$ cat src/rtl/sha512_pkg.sv
// sha512_pkg: shared types, constants and functions of the sha-512 family hash engine
// used by sha512_front, sha512_queue, sha512_core, sha512_family_hash_top and the bench
`timescale 1ns / 1ps
`default_nettype none

package sha512_pkg;

    localparam int ROUNDS_DEF  = 80;
    localparam int QUEUE_DEPTH = 4;

    // variant codes
    localparam logic [1:0] VAR_SHA512     = 2'd0;
    localparam logic [1:0] VAR_SHA384     = 2'd1;
    localparam logic [1:0] VAR_SHA512_224 = 2'd2;
    localparam logic [1:0] VAR_SHA512_256 = 2'd3;

    // queue entry: one schedule word plus a message-end marker
    typedef struct packed {
        logic [63:0] word;
        logic        final_word;
    } sched_beat_t;

    typedef enum logic [2:0] {
        CORE_LOAD,
        CORE_ROUND,
        CORE_ADD,
        CORE_EMIT
    } core_state_t;

    typedef enum logic [1:0] {
        FRONT_TAKE,
        FRONT_PAD,
        FRONT_LEN_HI,
        FRONT_LEN_LO
    } front_state_t;

    function automatic logic [63:0] round_const(input logic [6:0] t);
        logic [63:0] k;
        case (t)
            7'd0:  k = 64'h428a2f98d728ae22;  7'd1:  k = 64'h7137449123ef65cd;
            7'd2:  k = 64'hb5c0fbcfec4d3b2f;  7'd3:  k = 64'he9b5dba58189dbbc;
            7'd4:  k = 64'h3956c25bf348b538;  7'd5:  k = 64'h59f111f1b605d019;
            7'd6:  k = 64'h923f82a4af194f9b;  7'd7:  k = 64'hab1c5ed5da6d8118;
            7'd8:  k = 64'hd807aa98a3030242;  7'd9:  k = 64'h12835b0145706fbe;
            7'd10: k = 64'h243185be4ee4b28c;  7'd11: k = 64'h550c7dc3d5ffb4e2;
            7'd12: k = 64'h72be5d74f27b896f;  7'd13: k = 64'h80deb1fe3b1696b1;
            7'd14: k = 64'h9bdc06a725c71235;  7'd15: k = 64'hc19bf174cf692694;
            7'd16: k = 64'he49b69c19ef14ad2;  7'd17: k = 64'hefbe4786384f25e3;
            7'd18: k = 64'h0fc19dc68b8cd5b5;  7'd19: k = 64'h240ca1cc77ac9c65;
            7'd20: k = 64'h2de92c6f592b0275;  7'd21: k = 64'h4a7484aa6ea6e483;
            7'd22: k = 64'h5cb0a9dcbd41fbd4;  7'd23: k = 64'h76f988da831153b5;
            7'd24: k = 64'h983e5152ee66dfab;  7'd25: k = 64'ha831c66d2db43210;
            7'd26: k = 64'hb00327c898fb213f;  7'd27: k = 64'hbf597fc7beef0ee4;
            7'd28: k = 64'hc6e00bf33da88fc2;  7'd29: k = 64'hd5a79147930aa725;
            7'd30: k = 64'h06ca6351e003826f;  7'd31: k = 64'h142929670a0e6e70;
            7'd32: k = 64'h27b70a8546d22ffc;  7'd33: k = 64'h2e1b21385c26c926;
            7'd34: k = 64'h4d2c6dfc5ac42aed;  7'd35: k = 64'h53380d139d95b3df;
            7'd36: k = 64'h650a73548baf63de;  7'd37: k = 64'h766a0abb3c77b2a8;
            7'd38: k = 64'h81c2c92e47edaee6;  7'd39: k = 64'h92722c851482353b;
            7'd40: k = 64'ha2bfe8a14cf10364;  7'd41: k = 64'ha81a664bbc423001;
            7'd42: k = 64'hc24b8b70d0f89791;  7'd43: k = 64'hc76c51a30654be30;
            7'd44: k = 64'hd192e819d6ef5218;  7'd45: k = 64'hd69906245565a910;
            7'd46: k = 64'hf40e35855771202a;  7'd47: k = 64'h106aa07032bbd1b8;
            7'd48: k = 64'h19a4c116b8d2d0c8;  7'd49: k = 64'h1e376c085141ab53;
            7'd50: k = 64'h2748774cdf8eeb99;  7'd51: k = 64'h34b0bcb5e19b48a8;
            7'd52: k = 64'h391c0cb3c5c95a63;  7'd53: k = 64'h4ed8aa4ae3418acb;
            7'd54: k = 64'h5b9cca4f7763e373;  7'd55: k = 64'h682e6ff3d6b2b8a3;
            7'd56: k = 64'h748f82ee5defb2fc;  7'd57: k = 64'h78a5636f43172f60;
            7'd58: k = 64'h84c87814a1f0ab72;  7'd59: k = 64'h8cc702081a6439ec;
            7'd60: k = 64'h90befffa23631e28;  7'd61: k = 64'ha4506cebde82bde9;
            7'd62: k = 64'hbef9a3f7b2c67915;  7'd63: k = 64'hc67178f2e372532b;
            7'd64: k = 64'hca273eceea26619c;  7'd65: k = 64'hd186b8c721c0c207;
            7'd66: k = 64'heada7dd6cde0eb1e;  7'd67: k = 64'hf57d4f7fee6ed178;
            7'd68: k = 64'h06f067aa72176fba;  7'd69: k = 64'h0a637dc5a2c898a6;
            7'd70: k = 64'h113f9804bef90dae;  7'd71: k = 64'h1b710b35131c471b;
            7'd72: k = 64'h28db77f523047d84;  7'd73: k = 64'h32caab7b40c72493;
            7'd74: k = 64'h3c9ebe0a15c9bebc;  7'd75: k = 64'h431d67c49c100d4c;
            7'd76: k = 64'h4cc5d4becb3e42b6;  7'd77: k = 64'h597f299cfc657e2a;
            7'd78: k = 64'h5fcb6fab3ad6faec;  7'd79: k = 64'h6c44198c4a475817;
            default: k = 64'h0;
        endcase
        return k;
    endfunction

    function automatic logic [63:0] init_value(input logic [1:0] v, input logic [2:0] i);
        logic [63:0] h;
        case ({v, i})
            5'd0:  h = 64'h6a09e667f3bcc908;  5'd1:  h = 64'hbb67ae8584caa73b;
            5'd2:  h = 64'h3c6ef372fe94f82b;  5'd3:  h = 64'ha54ff53a5f1d36f1;
            5'd4:  h = 64'h510e527fade682d1;  5'd5:  h = 64'h9b05688c2b3e6c1f;
            5'd6:  h = 64'h1f83d9abfb41bd6b;  5'd7:  h = 64'h5be0cd19137e2179;
            5'd8:  h = 64'hcbbb9d5dc1059ed8;  5'd9:  h = 64'h629a292a367cd507;
            5'd10: h = 64'h9159015a3070dd17;  5'd11: h = 64'h152fecd8f70e5939;
            5'd12: h = 64'h67332667ffc00b31;  5'd13: h = 64'h8eb44a8768581511;
            5'd14: h = 64'hdb0c2e0d64f98fa7;  5'd15: h = 64'h47b5481dbefa4fa4;
            5'd16: h = 64'h8c3d37c819544da2;  5'd17: h = 64'h73e1996689dcd4d6;
            5'd18: h = 64'h1dfab7ae32ff9c82;  5'd19: h = 64'h679dd514582f9fcf;
            5'd20: h = 64'h0f6d2b697bd44da8;  5'd21: h = 64'h77e36f7304c48942;
            5'd22: h = 64'h3f9d85a86a1d36c8;  5'd23: h = 64'h1112e6ad91d692a1;
            5'd24: h = 64'h22312194fc2bf72c;  5'd25: h = 64'h9f555fa3c84c64c2;
            5'd26: h = 64'h2393b86b6f53b151;  5'd27: h = 64'h963877195940eabd;
            5'd28: h = 64'h96283ee2a88effe3;  5'd29: h = 64'hbe5e1e2553863992;
            5'd30: h = 64'h2b0199fc2c85b8aa;  5'd31: h = 64'h0eb72ddc81c52ca2;
            default: h = 64'h0;
        endcase
        return h;
    endfunction

    // index of the last digest word per variant
    function automatic logic [2:0] last_index(input logic [1:0] v);
        logic [2:0] n;
        case (v)
            VAR_SHA512: n = 3'd7;
            VAR_SHA384: n = 3'd5;
            default:    n = 3'd3;
        endcase
        return n;
    endfunction

endpackage

`default_nettype wire

$ cat src/rtl/sha512_queue.sv
// sha512_queue: short fifo of schedule words between front and compression core
// depends on sha512_pkg for the beat type
`timescale 1ns / 1ps
`default_nettype none

module sha512_queue #(
    parameter int DEPTH = sha512_pkg::QUEUE_DEPTH
) (
    input  wire logic                    aclk,
    input  wire logic                    aresetn,
    input  wire logic                    restart,
    input  wire logic                    wr_valid,
    output logic                         wr_ready,
    input  wire sha512_pkg::sched_beat_t wr_beat,
    output logic                         rd_valid,
    input  wire logic                    rd_ready,
    output sha512_pkg::sched_beat_t      rd_beat
);

    localparam int AW = (DEPTH > 1) ? $clog2(DEPTH) : 1;

    sha512_pkg::sched_beat_t mem_reg [DEPTH];
    logic [AW-1:0] wp_reg, rp_reg;
    logic [AW:0]   fill_reg;
    logic          wr_en, rd_en;

    assign wr_ready = (fill_reg != DEPTH[AW:0]);
    assign rd_valid = (fill_reg != '0);
    assign rd_beat  = mem_reg[rp_reg];
    assign wr_en    = wr_valid && wr_ready;
    assign rd_en    = rd_valid && rd_ready;

    // storage
    always_ff @(posedge aclk) begin
        if (wr_en) begin
            mem_reg[wp_reg] <= wr_beat;
        end
    end

    // pointers and fill level
    always_ff @(posedge aclk) begin
        if (!aresetn || restart) begin
            wp_reg   <= '0;
            rp_reg   <= '0;
            fill_reg <= '0;
        end else begin
            if (wr_en) begin
                wp_reg <= (wp_reg == AW'(DEPTH - 1)) ? '0 : wp_reg + 1'b1;
            end
            if (rd_en) begin
                rp_reg <= (rp_reg == AW'(DEPTH - 1)) ? '0 : rp_reg + 1'b1;
            end
            fill_reg <= fill_reg + (AW+1)'(wr_en) - (AW+1)'(rd_en);
        end
    end

endmodule

`default_nettype wire

$ cat config.mk
export PLATFORM = sky130hd
export DESIGN_NAME = sha512_queue
export DESIGN_NICKNAME = d
export VERILOG_FILES = /design/src/rtl/sha512_pkg.sv /design/src/rtl/sha512_queue.sv
export SDC_FILE = /design/constraint.sdc
export NUM_CORES = 1
export LEC_CHECK = 0
export ABC_AREA = 1
export CAP_MARGIN = 0
export CORE_MARGIN = 2
export CORE_UTILIZATION = 40
export DETAILED_ROUTE_END_ITERATION = 10
export DONT_BUFFER_PORTS = 1
export PLACE_DENSITY = 0.61
export SYNTH_ARGS = -nofsm -noshare
export SYNTH_HDL_FRONTEND = slang
export SYNTH_SLANG_ARGS = --single-unit
$ cat constraint.sdc
create_clock -name aclk -period 6.21 [get_ports aclk]
set_clock_uncertainty 0.15 [all_clocks]
set_input_delay 0.621 -clock aclk [delete_from_list [all_inputs] [get_ports aclk]]
set_output_delay 0.621 -clock aclk [all_outputs]
set_load 0.005 [all_outputs]
==> impl_metrics.yaml <==
place:
  place.gp.congestion: 0.743
  hpwl_mm: 11.5
  port_buffers: 0
  placed_cell_area_sq_mm: 0.0107
clocking:
  cts_buffer_depth: 3
  post_cts_buffers: 0
  htreeDepth: 1
  cts_resized: 0
  cts.sinks: 269
  cts_made_buffers: 27
  worstSkewPairLatency_ns: 0.52
  clock-root-buffer: "clkbuf_16"
  clk_pin_slew_worst_paths_ns: 0.06
  cts_hold_buf: 0
  cts_tree: "yes"
sta:
  slew_headroom_pct: 28.4
  drv_slew: 0
  finalHoldViolCount: 0
  fmax_mhz: 278
  finalSetupViolCount: 0
  tightest_slew_ns: 1.07
  tns_ns: 0
  timing.final.crit_period_ns: 3.60
  rsz0062_at_grt: "false"
  min_period_over_period_pct: 58.0
detailed_routing:
  vias_per_cell: 5.31
  postRouteAntennaNets: 0
  finalWirelength_mm: 21.0
  vias: 5545
  drt_iter0_markers: 284
  dr.pass1.iters: 4
  wire_per_inst_microns: 20.1
  route.detailed.drc: 0
power:
  leakagePower_nw: 3.72
  vdd_drop_max_mv: 0.219
  power.density_mw_per_mm2: 331
yosys:
  syn_area_sq_mm: 0.0104
  synthTopCellsByArea: "edfxtp_1 (75%), nor2_1 (4.6%), o21ai_0 (4.6%), o22ai_1 (2.7%), o22ai_2 (2.4%)"
  ys_ff_latch: 269
  ys_types: 25
  syn_avg_cell_area_sq_um: 15.0
  synthCells: 694
  syn-num-nets: 772
  yosysWarnings: 0
  synth_top_area_share_pct: 74.8
  yosysTopAreaCell: "edfxtp_1"
  seq_area_frac_synth_pct: 76.5
worst_setup_path:
  crit_arrival_ns: 2.83
  critPathBufInv: 2
  start_kind: "flop"
  path_max_fanout: 73
  critPathTopFamily: "buffers and inverters"
  path_class: "flop to primary output"
  path_cells: "inv_6 -> buf_4 -> o21ai_0 -> o22ai_1"
  reg2reg_slack_ns: 3.14
  worst_path_max_delay_cell: "buf_4"
  cp.required_ns: 5.44
  cp.depth: 4
  max_stage_delay_ns: 0.68
  r2r_end: "mem_reg[2][20]$_DFFE_PP_"
  r2r-start: "fill_reg[1]$_SDFF_PP0_"
  crit_path_end_kind: "primary output"
  reg2reg_depth: 5
die:
  chipWidth_microns: 166
  die_h_microns: 166
  rows: 59
  core_sq_mm: 0.0258
  start_util_pct: 40.4
  die_area_sq_mm: 0.0274
  ios: 137
min_path:
  holdPathEnd: "mem_reg[1][38]$_DFFE_PP_"
  hp-class: "input port to flop"
  hold_path_depth: 0
  min_from: "wr_beat[38]"
cells_and_area:
  area_delta_synth_final_pct: 10.4
  nNetsFinal: 767
  n_antenna_cell: 0
  drive_gt1_share_pct: 14.7
  largest_reg_flops: 260
  final_cell_area_sq_mm: 0.0115
grt:
  grt_pass1_vias: 5472
  grt_pass1_wl_mm: 30.8
  overflow: 0
  grt_start_max_net_pins: 85
  antenna_found_initial: 0
  grt_usage_pct: 14.8
outcome:
  status: "completed"
job:
  max_cap_viol_count: 0
-- kinds of logic (layout without fill, tap and decap cells) --
group                      count (synthesis)  in the layout  synth area share (%)
and+or+nand+nor                          162            162                  7.37
AOI/OAI and AO/OA                        197            197                  11.6
xor gates and xnor gates                   1              1                0.0839
buffers and inverters                     57             72                  3.36
adders and majority gates                  8              8                  1.03
DFF                                      269            269                  76.5
-- cell type report --
cell class	instances	area [sq um]
timing repair buffer	8	60.1
clock buffer	29	683
inverter	15	61.3
clock inverter	20	176
multi-input combinational	368	2130
fill	2224	14300
tap	335	419
sequential	269	7990
-- how the worst max path moves through the flow --
| stage | startpoint | to | slack (ns) |
|---|---|---|---|
| global placement | fill_reg[1]$_SDFF_PP0_ | mem_reg[2][12]$_DFFE_PP_ | 3.18 |
| finish | flop | rd_beat[55] | 2.61 |
| CTS | flop | rd_beat[55] | 2.50 |
| detailed placement | flop | rd_beat[55] | 3.07 |
| global route | flop | rd_beat[60] | 2.42 |
| floorplan | wr_valid | mem_reg[0][0]$_DFFE_PP_ | 2.08 |
-- Yosys cell counts --
cell type	count
buf_12	3
inv_2	2
buf_2	14
inv_1	12
clkbuf_1	16
a21boi_1	1
buf_6	9
or2_1	1
xnor2_1	1
a21oi_1	1
o21ai_2	5
edfxtp_1	260
nand2_1	10
ha_1	7
nand3b_1	2
inv_4	1
o21ai_0	95
o22ai_1	45
nand3_1	1
o22ai_2	20
fa_1	1
nor2_4	20
dfxtp_1	9
o21ai_1	30
nor2_1	128
-- where the power goes --
part | total (mW) | switching, mW | leakage, nW | internal, mW
registers | 2.08 | 0.0178 | 2.46 | 2.06
logic | 0.186 | 0.134 | 0.825 | 0.0525
clock network | 1.55 | 0.636 | 0.433 | 0.918
total | 3.82 | 0.788 | 3.72 | 3.03
-- layout by cell type (no fill, tap or decap), types with 7 or more instances in the layout --
master and instances:
buf_4 8, inv_1 12, dfxtp_1 7, o22ai_2 20, nor2_4 24, nor2_1 124
edfxtp_1 260, clkinv_2 10, clkbuf_16 27, o21ai_1 30, ha_1 7, o22ai_1 45
nand2_1 10, o21ai_0 95
-- stage by stage --
stage / power, mW / setup slack [ns] / hold slack (ns) / utilization, % / std cells
finish: 3.82 / 2.61 / 0.0426 / 44.6 / 1044
global route: 3.96 / 2.42 / 0.00841 / 44.6 / 1044
CTS: 3.86 / 2.50 / 0.0142 / 44.6 / 1044
detailed placement: 2.31 / 3.07 / 0.343 / 41.3 / 995
global placement: 2.30 / 3.18 / 0.341 / 41.3 / 995
floorplan: 2.26 / 2.08 / 0.329 / - / 694
-- layer usage --
layer	track usage [%]	up-vias	share of wire (%)
met5	0	-	0
met3	4.77	27	8.4
met4	3.80	0	1.6
met1	17.8	2777	40
met2	25.9	159	50
li1	-	2582	-
-- worst register-to-register path, delay by kind of cell, from the launching register on --
family,cells,cell delay (ns)
flops,1,0.41
buf+inv,1,0.62
simple gates,4,1.50
Note: power is estimated with default switching activity, not from simulation.
