===== src/rtl/sha512_pkg.sv =====
// sha512_pkg: shared types, constants and functions of the sha-512 family hash engine
// used by sha512_front, sha512_queue, sha512_core, sha512_family_hash_top and the bench
`timescale 1ns / 1ps
`default_nettype none

package sha512_pkg;

    localparam int ROUNDS_DEF  = 80;
    localparam int QUEUE_DEPTH = 4;

    // variant codes
    localparam logic [1:0] VAR_SHA512     = 2'd0;
    localparam logic [1:0] VAR_SHA384     = 2'd1;
    localparam logic [1:0] VAR_SHA512_224 = 2'd2;
    localparam logic [1:0] VAR_SHA512_256 = 2'd3;

    // queue entry: one schedule word plus a message-end marker
    typedef struct packed {
        logic [63:0] word;
        logic        final_word;
    } sched_beat_t;

    typedef enum logic [2:0] {
        CORE_LOAD,
        CORE_ROUND,
        CORE_ADD,
        CORE_EMIT
    } core_state_t;

    typedef enum logic [1:0] {
        FRONT_TAKE,
        FRONT_PAD,
        FRONT_LEN_HI,
        FRONT_LEN_LO
    } front_state_t;

    function automatic logic [63:0] round_const(input logic [6:0] t);
        logic [63:0] k;
        case (t)
            7'd0:  k = 64'h428a2f98d728ae22;  7'd1:  k = 64'h7137449123ef65cd;
            7'd2:  k = 64'hb5c0fbcfec4d3b2f;  7'd3:  k = 64'he9b5dba58189dbbc;
            7'd4:  k = 64'h3956c25bf348b538;  7'd5:  k = 64'h59f111f1b605d019;
            7'd6:  k = 64'h923f82a4af194f9b;  7'd7:  k = 64'hab1c5ed5da6d8118;
            7'd8:  k = 64'hd807aa98a3030242;  7'd9:  k = 64'h12835b0145706fbe;
            7'd10: k = 64'h243185be4ee4b28c;  7'd11: k = 64'h550c7dc3d5ffb4e2;
            7'd12: k = 64'h72be5d74f27b896f;  7'd13: k = 64'h80deb1fe3b1696b1;
            7'd14: k = 64'h9bdc06a725c71235;  7'd15: k = 64'hc19bf174cf692694;
            7'd16: k = 64'he49b69c19ef14ad2;  7'd17: k = 64'hefbe4786384f25e3;
            7'd18: k = 64'h0fc19dc68b8cd5b5;  7'd19: k = 64'h240ca1cc77ac9c65;
            7'd20: k = 64'h2de92c6f592b0275;  7'd21: k = 64'h4a7484aa6ea6e483;
            7'd22: k = 64'h5cb0a9dcbd41fbd4;  7'd23: k = 64'h76f988da831153b5;
            7'd24: k = 64'h983e5152ee66dfab;  7'd25: k = 64'ha831c66d2db43210;
            7'd26: k = 64'hb00327c898fb213f;  7'd27: k = 64'hbf597fc7beef0ee4;
            7'd28: k = 64'hc6e00bf33da88fc2;  7'd29: k = 64'hd5a79147930aa725;
            7'd30: k = 64'h06ca6351e003826f;  7'd31: k = 64'h142929670a0e6e70;
            7'd32: k = 64'h27b70a8546d22ffc;  7'd33: k = 64'h2e1b21385c26c926;
            7'd34: k = 64'h4d2c6dfc5ac42aed;  7'd35: k = 64'h53380d139d95b3df;
            7'd36: k = 64'h650a73548baf63de;  7'd37: k = 64'h766a0abb3c77b2a8;
            7'd38: k = 64'h81c2c92e47edaee6;  7'd39: k = 64'h92722c851482353b;
            7'd40: k = 64'ha2bfe8a14cf10364;  7'd41: k = 64'ha81a664bbc423001;
            7'd42: k = 64'hc24b8b70d0f89791;  7'd43: k = 64'hc76c51a30654be30;
            7'd44: k = 64'hd192e819d6ef5218;  7'd45: k = 64'hd69906245565a910;
            7'd46: k = 64'hf40e35855771202a;  7'd47: k = 64'h106aa07032bbd1b8;
            7'd48: k = 64'h19a4c116b8d2d0c8;  7'd49: k = 64'h1e376c085141ab53;
            7'd50: k = 64'h2748774cdf8eeb99;  7'd51: k = 64'h34b0bcb5e19b48a8;
            7'd52: k = 64'h391c0cb3c5c95a63;  7'd53: k = 64'h4ed8aa4ae3418acb;
            7'd54: k = 64'h5b9cca4f7763e373;  7'd55: k = 64'h682e6ff3d6b2b8a3;
            7'd56: k = 64'h748f82ee5defb2fc;  7'd57: k = 64'h78a5636f43172f60;
            7'd58: k = 64'h84c87814a1f0ab72;  7'd59: k = 64'h8cc702081a6439ec;
            7'd60: k = 64'h90befffa23631e28;  7'd61: k = 64'ha4506cebde82bde9;
            7'd62: k = 64'hbef9a3f7b2c67915;  7'd63: k = 64'hc67178f2e372532b;
            7'd64: k = 64'hca273eceea26619c;  7'd65: k = 64'hd186b8c721c0c207;
            7'd66: k = 64'heada7dd6cde0eb1e;  7'd67: k = 64'hf57d4f7fee6ed178;
            7'd68: k = 64'h06f067aa72176fba;  7'd69: k = 64'h0a637dc5a2c898a6;
            7'd70: k = 64'h113f9804bef90dae;  7'd71: k = 64'h1b710b35131c471b;
            7'd72: k = 64'h28db77f523047d84;  7'd73: k = 64'h32caab7b40c72493;
            7'd74: k = 64'h3c9ebe0a15c9bebc;  7'd75: k = 64'h431d67c49c100d4c;
            7'd76: k = 64'h4cc5d4becb3e42b6;  7'd77: k = 64'h597f299cfc657e2a;
            7'd78: k = 64'h5fcb6fab3ad6faec;  7'd79: k = 64'h6c44198c4a475817;
            default: k = 64'h0;
        endcase
        return k;
    endfunction

    function automatic logic [63:0] init_value(input logic [1:0] v, input logic [2:0] i);
        logic [63:0] h;
        case ({v, i})
            5'd0:  h = 64'h6a09e667f3bcc908;  5'd1:  h = 64'hbb67ae8584caa73b;
            5'd2:  h = 64'h3c6ef372fe94f82b;  5'd3:  h = 64'ha54ff53a5f1d36f1;
            5'd4:  h = 64'h510e527fade682d1;  5'd5:  h = 64'h9b05688c2b3e6c1f;
            5'd6:  h = 64'h1f83d9abfb41bd6b;  5'd7:  h = 64'h5be0cd19137e2179;
            5'd8:  h = 64'hcbbb9d5dc1059ed8;  5'd9:  h = 64'h629a292a367cd507;
            5'd10: h = 64'h9159015a3070dd17;  5'd11: h = 64'h152fecd8f70e5939;
            5'd12: h = 64'h67332667ffc00b31;  5'd13: h = 64'h8eb44a8768581511;
            5'd14: h = 64'hdb0c2e0d64f98fa7;  5'd15: h = 64'h47b5481dbefa4fa4;
            5'd16: h = 64'h8c3d37c819544da2;  5'd17: h = 64'h73e1996689dcd4d6;
            5'd18: h = 64'h1dfab7ae32ff9c82;  5'd19: h = 64'h679dd514582f9fcf;
            5'd20: h = 64'h0f6d2b697bd44da8;  5'd21: h = 64'h77e36f7304c48942;
            5'd22: h = 64'h3f9d85a86a1d36c8;  5'd23: h = 64'h1112e6ad91d692a1;
            5'd24: h = 64'h22312194fc2bf72c;  5'd25: h = 64'h9f555fa3c84c64c2;
            5'd26: h = 64'h2393b86b6f53b151;  5'd27: h = 64'h963877195940eabd;
            5'd28: h = 64'h96283ee2a88effe3;  5'd29: h = 64'hbe5e1e2553863992;
            5'd30: h = 64'h2b0199fc2c85b8aa;  5'd31: h = 64'h0eb72ddc81c52ca2;
            default: h = 64'h0;
        endcase
        return h;
    endfunction

    // index of the last digest word per variant
    function automatic logic [2:0] last_index(input logic [1:0] v);
        logic [2:0] n;
        case (v)
            VAR_SHA512: n = 3'd7;
            VAR_SHA384: n = 3'd5;
            default:    n = 3'd3;
        endcase
        return n;
    endfunction

endpackage

`default_nettype wire


===== src/rtl/sha512_front.sv =====
// sha512_front: takes message beats, masks and pads the last word, appends the length
// depends on sha512_pkg; feeds schedule words into the queue towards sha512_core
`timescale 1ns / 1ps
`default_nettype none

module sha512_front (
    input  wire logic                    aclk,
    input  wire logic                    aresetn,
    input  wire logic                    restart,
    input  wire logic                    s_valid,
    output logic                         s_ready,
    input  wire logic [63:0]             s_message_word,
    input  wire logic [3:0]              s_valid_bytes,
    input  wire logic                    s_last_word,
    input  wire logic                    q_ready,
    output logic                         q_valid,
    output sha512_pkg::sched_beat_t      q_beat
);

    sha512_pkg::front_state_t state_reg, state_next;
    logic [3:0]  pos_reg, pos_next;
    logic [60:0] count_reg, count_next;
    logic        pad_first_reg, pad_first_next;
    logic [3:0]  nb;
    logic [63:0] mask, masked, padded;
    logic [60:0] count_sum;
    logic        push;

    // clamp byte count and build the byte mask
    always_comb begin
        nb = (s_valid_bytes > 4'd8) ? 4'd8 : s_valid_bytes;
        mask = (nb == 4'd0) ? 64'h0 : ~(64'hffff_ffff_ffff_ffff >> {nb[3:0], 3'b000});
        masked = s_message_word & mask;
        padded = masked | ((nb == 4'd8) ? 64'h0 : (64'h8000_0000_0000_0000 >> {nb, 3'b000}));
        count_sum = count_reg + (s_last_word ? {57'd0, nb} : 61'd8);
    end

    // next state and queue writes
    always_comb begin
        state_next = state_reg;
        pos_next   = pos_reg;
        count_next = count_reg;
        s_ready    = 1'b0;
        q_valid    = 1'b0;
        q_beat     = '0;
        push       = 1'b0;
        case (state_reg)
            sha512_pkg::FRONT_TAKE: begin
                s_ready = q_ready && !restart;
                q_valid = s_valid && !restart;
                if (s_last_word && nb == 4'd8) begin
                    q_beat.word = masked;
                end else if (s_last_word) begin
                    q_beat.word = padded;
                end else begin
                    q_beat.word = s_message_word;
                end
                q_beat.final_word = 1'b0;
                if (s_valid && q_ready && !restart) begin
                    push       = 1'b1;
                    count_next = count_sum;
                    if (s_last_word) begin
                        if (nb == 4'd8) begin
                            state_next = sha512_pkg::FRONT_PAD;
                        end else if (pos_reg == 4'd13) begin
                            state_next = sha512_pkg::FRONT_LEN_HI;
                        end else begin
                            state_next = sha512_pkg::FRONT_PAD;
                        end
                    end
                end
            end
            sha512_pkg::FRONT_PAD: begin
                q_valid     = 1'b1;
                q_beat.word = (count_reg[2:0] == 3'd0 && pad_first_reg) ?
                              64'h8000_0000_0000_0000 : 64'h0;
                if (q_ready) begin
                    push = 1'b1;
                    if (pos_reg == 4'd13) begin
                        state_next = sha512_pkg::FRONT_LEN_HI;
                    end
                end
            end
            sha512_pkg::FRONT_LEN_HI: begin
                q_valid = 1'b1;
                if (q_ready) begin
                    push       = 1'b1;
                    state_next = sha512_pkg::FRONT_LEN_LO;
                end
            end
            sha512_pkg::FRONT_LEN_LO: begin
                q_valid           = 1'b1;
                q_beat.word       = {count_reg, 3'b000};
                q_beat.final_word = 1'b1;
                if (q_ready) begin
                    push       = 1'b1;
                    count_next = '0;
                    state_next = sha512_pkg::FRONT_TAKE;
                end
            end
            default: state_next = sha512_pkg::FRONT_TAKE;
        endcase
        if (push) begin
            pos_next = pos_reg + 4'd1;
        end
    end

    // the full-word case still owes the 0x80 word
    always_comb begin
        pad_first_next = pad_first_reg;
        if (state_reg == sha512_pkg::FRONT_TAKE && push) begin
            pad_first_next = s_last_word && nb == 4'd8;
        end else if (state_reg == sha512_pkg::FRONT_PAD && push) begin
            pad_first_next = 1'b0;
        end
    end

    // state registers
    always_ff @(posedge aclk) begin
        if (!aresetn || restart) begin
            state_reg     <= sha512_pkg::FRONT_TAKE;
            pos_reg       <= '0;
            count_reg     <= '0;
            pad_first_reg <= 1'b0;
        end else begin
            state_reg     <= state_next;
            pos_reg       <= pos_next;
            count_reg     <= count_next;
            pad_first_reg <= pad_first_next;
        end
    end

endmodule

`default_nettype wire


===== config.mk =====
export PLATFORM = sky130hd
export DESIGN_NAME = sha512_front
export DESIGN_NICKNAME = d
export VERILOG_FILES = /design/src/rtl/sha512_pkg.sv /design/src/rtl/sha512_front.sv
export SDC_FILE = /design/constraint.sdc
export NUM_CORES = 1
export LEC_CHECK = 0
export BUFFER_PORTS_ARGS = -buffer_cell sky130_fd_sc_hd__buf_2
export CAP_MARGIN = 25
export CORE_ASPECT_RATIO = 0.75
export CORE_MARGIN = 2
export CORE_UTILIZATION = 32
export DETAILED_ROUTE_END_ITERATION = 12
export GPL_ROUTABILITY_DRIVEN = 0
export GPL_TIMING_DRIVEN = 1
export HOLD_SLACK_MARGIN = 0.1
export PLACE_DENSITY = 0.62
export SLEW_MARGIN = 20
export SYNTH_ARGS = -nofsm -noshare
export SYNTH_HDL_FRONTEND = slang
export SYNTH_SLANG_ARGS = --single-unit

===== constraint.sdc =====
create_clock -name aclk -period 2.3 [get_ports aclk]
set_clock_uncertainty 0.1 [all_clocks]
set_input_delay 0 -clock aclk [delete_from_list [all_inputs] [get_ports aclk]]
set_output_delay 0 -clock aclk [all_outputs]
set_load 0.01 [all_outputs]

==> results by stage, run 1 <==
STA:
- The number of max-slew violations in the final report is 0.
- The routed design could run at a clock period as short as ~2.2 ns.
- The hold violation total from the final report is 0.
- Setup repair after global routing could not meet its margin everywhere.
- The final number of setup-violating endpoints is 0.
- The headroom to the max-slew limit is around half.
- In the finished design, the share of the clock period the worst path needs comes to a little over nine tenths.
- After layout, the worst setup slack is 0.0983 ns.
- At the pin with the least slew margin, the transition time is around 0.77 ns.
- On the final layout, the worst hold slack is about 0.12 ns.
- The maximum clock rate is 454 MHz.

Logic synthesis:
- Sorting the synthesized cells by area gives the leading types as dfxtp_1, a22o_1, a21oi_1.
- In the synthesized netlist the dominant register cell turns out to be dfxtp_1.
- After technology mapping, the gate count stands at between 500 and 600.
- The cell area that synthesis handed to floorplanning was roughly 4300 sq um.
- The number of warnings issued by yosys is 0.
- After synthesis, the mean cell area works out to slightly above 8 sq um.
- In this run, synthesis inferred 0 flip-flops with an integrated enable.
- The count of state elements after synthesis is between 60 and 70.
- The number of different library cells used by synthesis comes to 54.
- For this run, asynchronously set or reset flops after synthesis account for 0%.
- The part of the Yosys area used for sequential elements is a little under a third.
- The biggest area contributor in the post-synthesis netlist is dfxtp_1.
- The synthesized design devotes to its leading area cell type between 30% and 40% of total area.
- The total nets after synthesis is around 620.

Routing:
- The final routed wire length divided by cell count is 15.9 um.
- The number of search-and-repair iterations in the first detailed-routing pass is 5.
- Dividing the detail-routed via count by the number of cells gives approximately 5.5.
- The remaining antenna violation count after routing is 0.
- The total number of vias is slightly below 5000.
- The final wirelength is ~14000 um.
- The DRC marker count from the first detailed-route iteration is approximately 270.
- The post-detailed-route DRC marker count is 0.

Place:
- Detailed placement ended at an HPWL of a little over 10000 um.
- Timing analysis after detailed placement gives a worst setup slack of -0.141 ns.
- In this run the tool buffered the top-level ports with between 100 and 150 buffer cells.

Die:
- For this design the top-level I/O count stands at around 140.
- The vertical extent of the die is 104 um.
- The floorplan core area is between 10000 and 15000 sq um.
- The die covers between 10000 and 15000 sq um.
- The initial core utilization is 32.9%.
- From left edge to right edge, the die measures roughly 140 um.
- The site row count is 36.

GRT:
- The via count of the first global-routing pass is around 4500.
- The aggregate global-route resource usage is about a fifth.
- The first-pass GRT wire length is between 20000 and 25000 um.
- For this run the aggregate overflow at the end of global routing stands at 0.
- Entering global routing, the biggest net connects 29 pins.
- The initial antenna violation count came to 0.

Cells and area:
- In the layout the commonest cells are buf_2, dfxtp_1, a22o_1.
- The area overhead of the layout relative to synthesis is 39.2%.
- The antenna diode count is 0.
- The final layout contains 798 nets.
- The number of flip-flops under the largest register name is 61.
- Leaving out fill and tap cells, the most frequent cell in the layout is buf_2.
- The fraction of layout cells with a size suffix above 1 is between 30% and 40%.
- Fill cells in the final layout number 1264.

Worst setup path:
- The launching point of the worst reg2reg path is state_reg[1].
- On the worst path, the slowest cell contributes a delay of 0.43 ns.
- Traced cell by cell, the critical path runs through inv_1 > ha_4 > and4b_1 > o21a_4 > nand4_1 > buf_4 > o41a_1 > o21ba_2.
- The worst register-to-register path has a setup slack of roughly 0.098 ns.
- The biggest fanout along the worst timing path is 8.
- For the worst setup path, the data required time is approximately 2.4 ns.
- Among all stages on the critical path, the largest delay is contributed by o41a_1.
- The type of element capturing the critical path is a flop.
- In this run the critical register-to-register path is captured at count_reg[55].
- The kind of start point of the critical path is a flop.
- At the worst endpoint, the arrival time is 2.32 ns.
- The category of the critical setup timing path is flop to flop.
- The worst register-to-register path has a depth of 8.

Clocking:
- The count of clock tree sinks is 68.
- The clock transition at the registers of the reported paths is around 0.060 ns.
- The H-tree depth is 3.
- The maximum clock insertion buffer count is 2.
- Clock tree synthesis selected as its root buffer the cell clkbuf_16.
- TritonCTS built the clock tree.
- The clock network latency to the later pin of the worst-skew pair is approximately 0.34 ns.
- Clock tree synthesis inserted a total of 9 buffers.

Run:
- The total of max-cap violations is 0.

Hold path:
- For hold timing, the worst endpoint is pad_first_reg.
- The depth of the worst hold-timing path is 5.
- The worst hold path begins at s_valid_bytes[3].
- The tightest min-delay check is of the primary input to flop type.

Power:
- After layout, the design draws a total of between 3 and 4 mW.
- IR analysis of the VDD net gives a maximum drop of ~420 uV.
- The power density over the cells is 507 nW/um^2.
- Summed over all cells, the static leakage comes to 2.56 nW.

Run status:
- The flow ran to the end, and the final reports show no timing, DRC or antenna violations.
[layer usage]
metal,vias to the layer above,global-route usage (%),wire length (um)
met2,145,32.1,6580
met4,0,6.34,289
met1,2334,25.2,6520
li1,2396,-,-
met5,-,0,0
met3,23,4.00,696
[what timing repair did]
action	in CTS	in global routing
pin swaps	0	6
resized for setup	6	15
buffers inserted	0	3
setup endpoints to repair	74	83
hold buffers	2	0
gates cloned	1	1
hold endpoints to repair	2	0
[worst max-delay path, delay by kind of cell, from the launching register on]
| family | cells | cell delay (ns) |
|---|---|---|
| flip-flops | 1 | 0.31 |
| AO/OA/AOI/OAI | 3 | 0.86 |
| buffers and inverters | 2 | 0.30 |
| AND/OR/NAND/NOR | 2 | 0.35 |
| adder cells (fa/ha/maj) | 1 | 0.18 |
[layout make-up]
class	instances	area [sq um]	share of cell area, %
clock buffer	11	233	3.89
clock inverter	5	52.6	0.879
inverter	9	35.0	0.586
multi-input combinational	426	2890	48.3
sequential	68	1360	22.8
tap	171	214	3.58
timing repair buffer	198	1190	20.0
[how the worst max path moves through the flow]
stage	start	to	slack [ns]
after floorplan	s_last_word	count_reg[55]	0.04
after global placement	s_last_word	count_reg[40]	-0.01
after CTS	state_reg[0]	count_reg[23]	-0.02
after global routing	state_reg[1]	count_reg[35]	-0.02
after detailed placement	s_last_word	count_reg[40]	-0.14
final	state_reg[1]	count_reg[55]	0.1
[report_power, final]
| group | switching, mW | internal, mW | leakage (nW) |
|---|---|---|---|
| Sequential | 0.00258 | 1.18 | 0.548 |
| Clock | 0.515 | 0.834 | 0.139 |
| Combinational | 0.253 | 0.244 | 1.87 |
[cells by family after synthesis]
logic type	Yosys count	synth area share, %
AND/OR/NAND/NOR	220	29.2
buffers and inverters	37	3.50
flip-flops	68	31.7
multiplexers	2	0.524
XOR/XNOR	22	4.49
AO/OA/AOI/OAI	168	26.9
adder cells (fa/ha/maj)	12	3.67
[synth_stat cells (4+ instances only)]
cell type,n
and2_1,11
nand4_2,4
nand4_1,24
clkbuf_1,22
o31ai_1,12
nand2_1,34
ha_1,11
nor3_1,11
nand2b_1,4
or3_1,26
a22o_1,55
inv_1,8
nand3_1,22
a21oi_1,43
nor2_1,44
o21ai_0,33
or4_1,12
dfxtp_1,68
a22oi_1,6
xor2_1,19
and3_1,9
[through the flow]
step | std cells | setup TNS [ns] | cell area, sq um | utilization, %
after floorplan | 529 | 0 | 4300 | -
after global placement | 865 | -0.0184 | 5550 | 42.5
after detailed placement | 865 | -1.78 | 5550 | 42.5
after CTS | 884 | -0.0560 | 5890 | 45.1
after global routing | 888 | -0.0843 | 5980 | 45.8
final | 888 | 0 | 5980 | 45.8
(Power assumes the default switching activity.)
==> run 2: changes to the inputs <==
--- a/config.mk
+++ b/config.mk
@@ -15,6 +15,7 @@
 export GPL_TIMING_DRIVEN = 1
 export HOLD_SLACK_MARGIN = 0.1
 export PLACE_DENSITY = 0.62
+export RECOVER_POWER = 100
 export SLEW_MARGIN = 20
 export SYNTH_ARGS = -nofsm -noshare
 export SYNTH_HDL_FRONTEND = slang
==> results by stage, run 2 (synthesis gave the netlist of run 1 again) <==
STA:
- The hold violation total from the final report is 0.
- Dividing the final minimum period by the clock period gives ~96%.
- The maximum clock rate is between 400 and 500 MHz.
- The headroom to the max-slew limit is approximately 49%.
- The worst path needs roughly 2.2 ns of the cycle, external delays included.
- Setup slack closes at roughly 0.098 ns.
- The final number of setup-violating endpoints is 0.
- Setup repair after global routing could not meet its margin everywhere.
- The slew at the pin with the worst max-slew slack is roughly 0.77 ns.
- The number of max-slew violations in the final report is 0.

Routing:
- The remaining antenna violation count after routing is 0.
- The number of search-and-repair iterations in the first detailed-routing pass is 5.
- The number of vias per cell after detailed routing is between 5 and 6.
- Wires add up to approximately 14000 um.
- In the final routed layout, each cell accounts on average for roughly 16 um.
- The total number of vias is slightly below 5000.
- The DRC marker count from the first detailed-route iteration is 273.
- In the routed design, unresolved DRC markers number 0.

Worst setup path:
- The worst setup path is launched from a flop.
- The worst-path cell with the longest stage delay is o41a_1.
- The signal on the critical path passes through inv_1 > ha_4 > and4b_1 > o21a_4 > nand4_1 > buf_4 > o41a_1 > o21ba_2.
- The worst path arrival time is around 2.3 ns.
- The critical path is of the flop to flop type.
- The type of element capturing the critical path is a flop.
- Along the worst path, the maximum fanout reaches 8.
- The data required time at the worst endpoint is 2.42 ns.
- The largest single stage delay on the critical path is between 0.4 and 0.5 ns.

GRT:
- The first-pass GRT wire length is ~22000 um.
- Summed over all layers, the global routing overflow is 0.
- The via count of the first global-routing pass was between 4000 and 5000.
- Global routing used just under 20% of the available tracks.
- The initial antenna violation count was 0.
- The maximum number of pins on one net before global-route repair is 29.

Cells and area:
- In the layout the commonest cells are buf_2, dfxtp_1, a22o_1.
- The area growth from synthesis to layout is 39.2%.
- Of the cells placed in the final design, the portion with a size suffix greater than 1 is about a third.
- Measured on the finished design, the core utilization comes to between 40% and 50%.
- The antenna diode count is 0.
- The commonest non-fill, non-tap cell in the layout is buf_2.
- The number of flip-flops under the largest register name is 61.
- After the last flow step, the layout net total stands at 798.

Place:
- The number of port buffers is 140.
- The post-place setup slack is -0.141 ns.
- The detailed placement HPWL is approximately 10000 um.

Die:
- The initial core utilization is about a third.
- Pin placement for this block handled ~140 I/O pins.
- The die boundary width is between 100 and 150 um.
- After floorplanning, the core was divided into 36 placement rows.
- The region available for standard cell placement spans approximately 13000 sq um.
- The vertical extent of the die is 104 um.
- The die covers between 10000 and 15000 sq um.

Power:
- VDD sags by at most 418 uV.
- Dividing total power by cell area gives a power density of about 510 nW/um^2.
- Summed over all cells, the static leakage comes to 2.55 nW.

Clocking:
- After clock tree synthesis, the clock-pin slew on the worst setup and hold paths is 0.06 ns.
- The clock passes through at most 2 buffers.
- TritonCTS built the clock tree.
- The TritonCTS buffer count is 9.
- The clock network latency to the later pin of the worst-skew pair is approximately 0.34 ns.
- In this run the clock root is driven by a clkbuf_16.
- The count of clock tree sinks is 68.
- The H-tree depth is 3.

Hold path:
- The worst hold path belongs to the class primary input to flop.

Run status:
- The run finished with clean final reports.

Run:
- The tool flagged a number of max-cap violations equal to 0.
run 2: what timing repair did:
| action | 4_1_cts | 5_1_grt |
|---|---|---|
| endpoints found under the setup margin | 74 | 83 |
| buffers inserted | 0 | 3 |
| hold buffers | 2 | 0 |
| hold endpoints to repair | 2 | 0 |
| pin swaps | 0 | 6 |
| resized for setup | 6 | 15 |
| cloned | 1 | 1 |
run 2: per-stage QoR:
step / cells / TNS (ns) / cell area, sq um / hold WS [ns] / total power [mW]
global route: 888 / -0.0843 / 5980 / 0.135 / 3.16
finish: 888 / 0 / 5980 / 0.115 / 3.03
global placement: 865 / -0.0184 / 5550 / 0.184 / 1.69
floorplan: 529 / 0 / 4300 / -0.0476 / 1.46
detailed placement: 865 / -1.78 / 5550 / 0.188 / 1.70
CTS: 884 / -0.0560 / 5890 / 0.107 / 3.06
run 2: power breakdown:
part / switching [mW] / total [mW] / internal [mW]
sequential: 0.00258 / 1.18 / 1.18
clock: 0.515 / 1.35 / 0.834
combinational: 0.253 / 0.497 / 0.244
run 2: final timing paths:
check	startpoint	to	slack [ns]	depth (start not counted)
setup reg to reg	state_reg[1]	count_reg[55]	0.1	8
hold / removal	s_valid_bytes[3]	pad_first_reg	0.12	5
hold reg to reg	count_reg[3]	count_reg[3]	0.39	2
setup / recovery	state_reg[1]	count_reg[55]	0.1	8
run 2: cell type report:
cell class                      count  area [sq um]
Fill cell                        1263          7080
Clock buffer                       11           233
Sequential cell                    68          1360
Multi-Input combinational cell    426          2890
Inverter                            9          35.0
Timing Repair Buffer              198          1190
Clock inverter                      5          52.6
Tap cell                          171           214
run 2: per-layer routing:
| metal | global-route usage (%) | vias to the layer above | part of all wire, % |
|---|---|---|---|
| met5 | 0 | - | 0 |
| met4 | 6.34 | 0 | 2.1 |
| met3 | 4.00 | 23 | 5.1 |
| met2 | 32.1 | 151 | 47 |
| met1 | 25.2 | 2335 | 46 |
| li1 | - | 2395 | - |
run 2: worst max-delay path: cells and delay by family (launching register included):
| family | cells | cell delay (ns) |
|---|---|---|
| DFF | 1 | 0.31 |
| and+or+nand+nor | 2 | 0.35 |
| AOI/OAI and AO/OA | 3 | 0.86 |
| buffers and inverters | 2 | 0.30 |
| adders and majority gates | 1 | 0.18 |
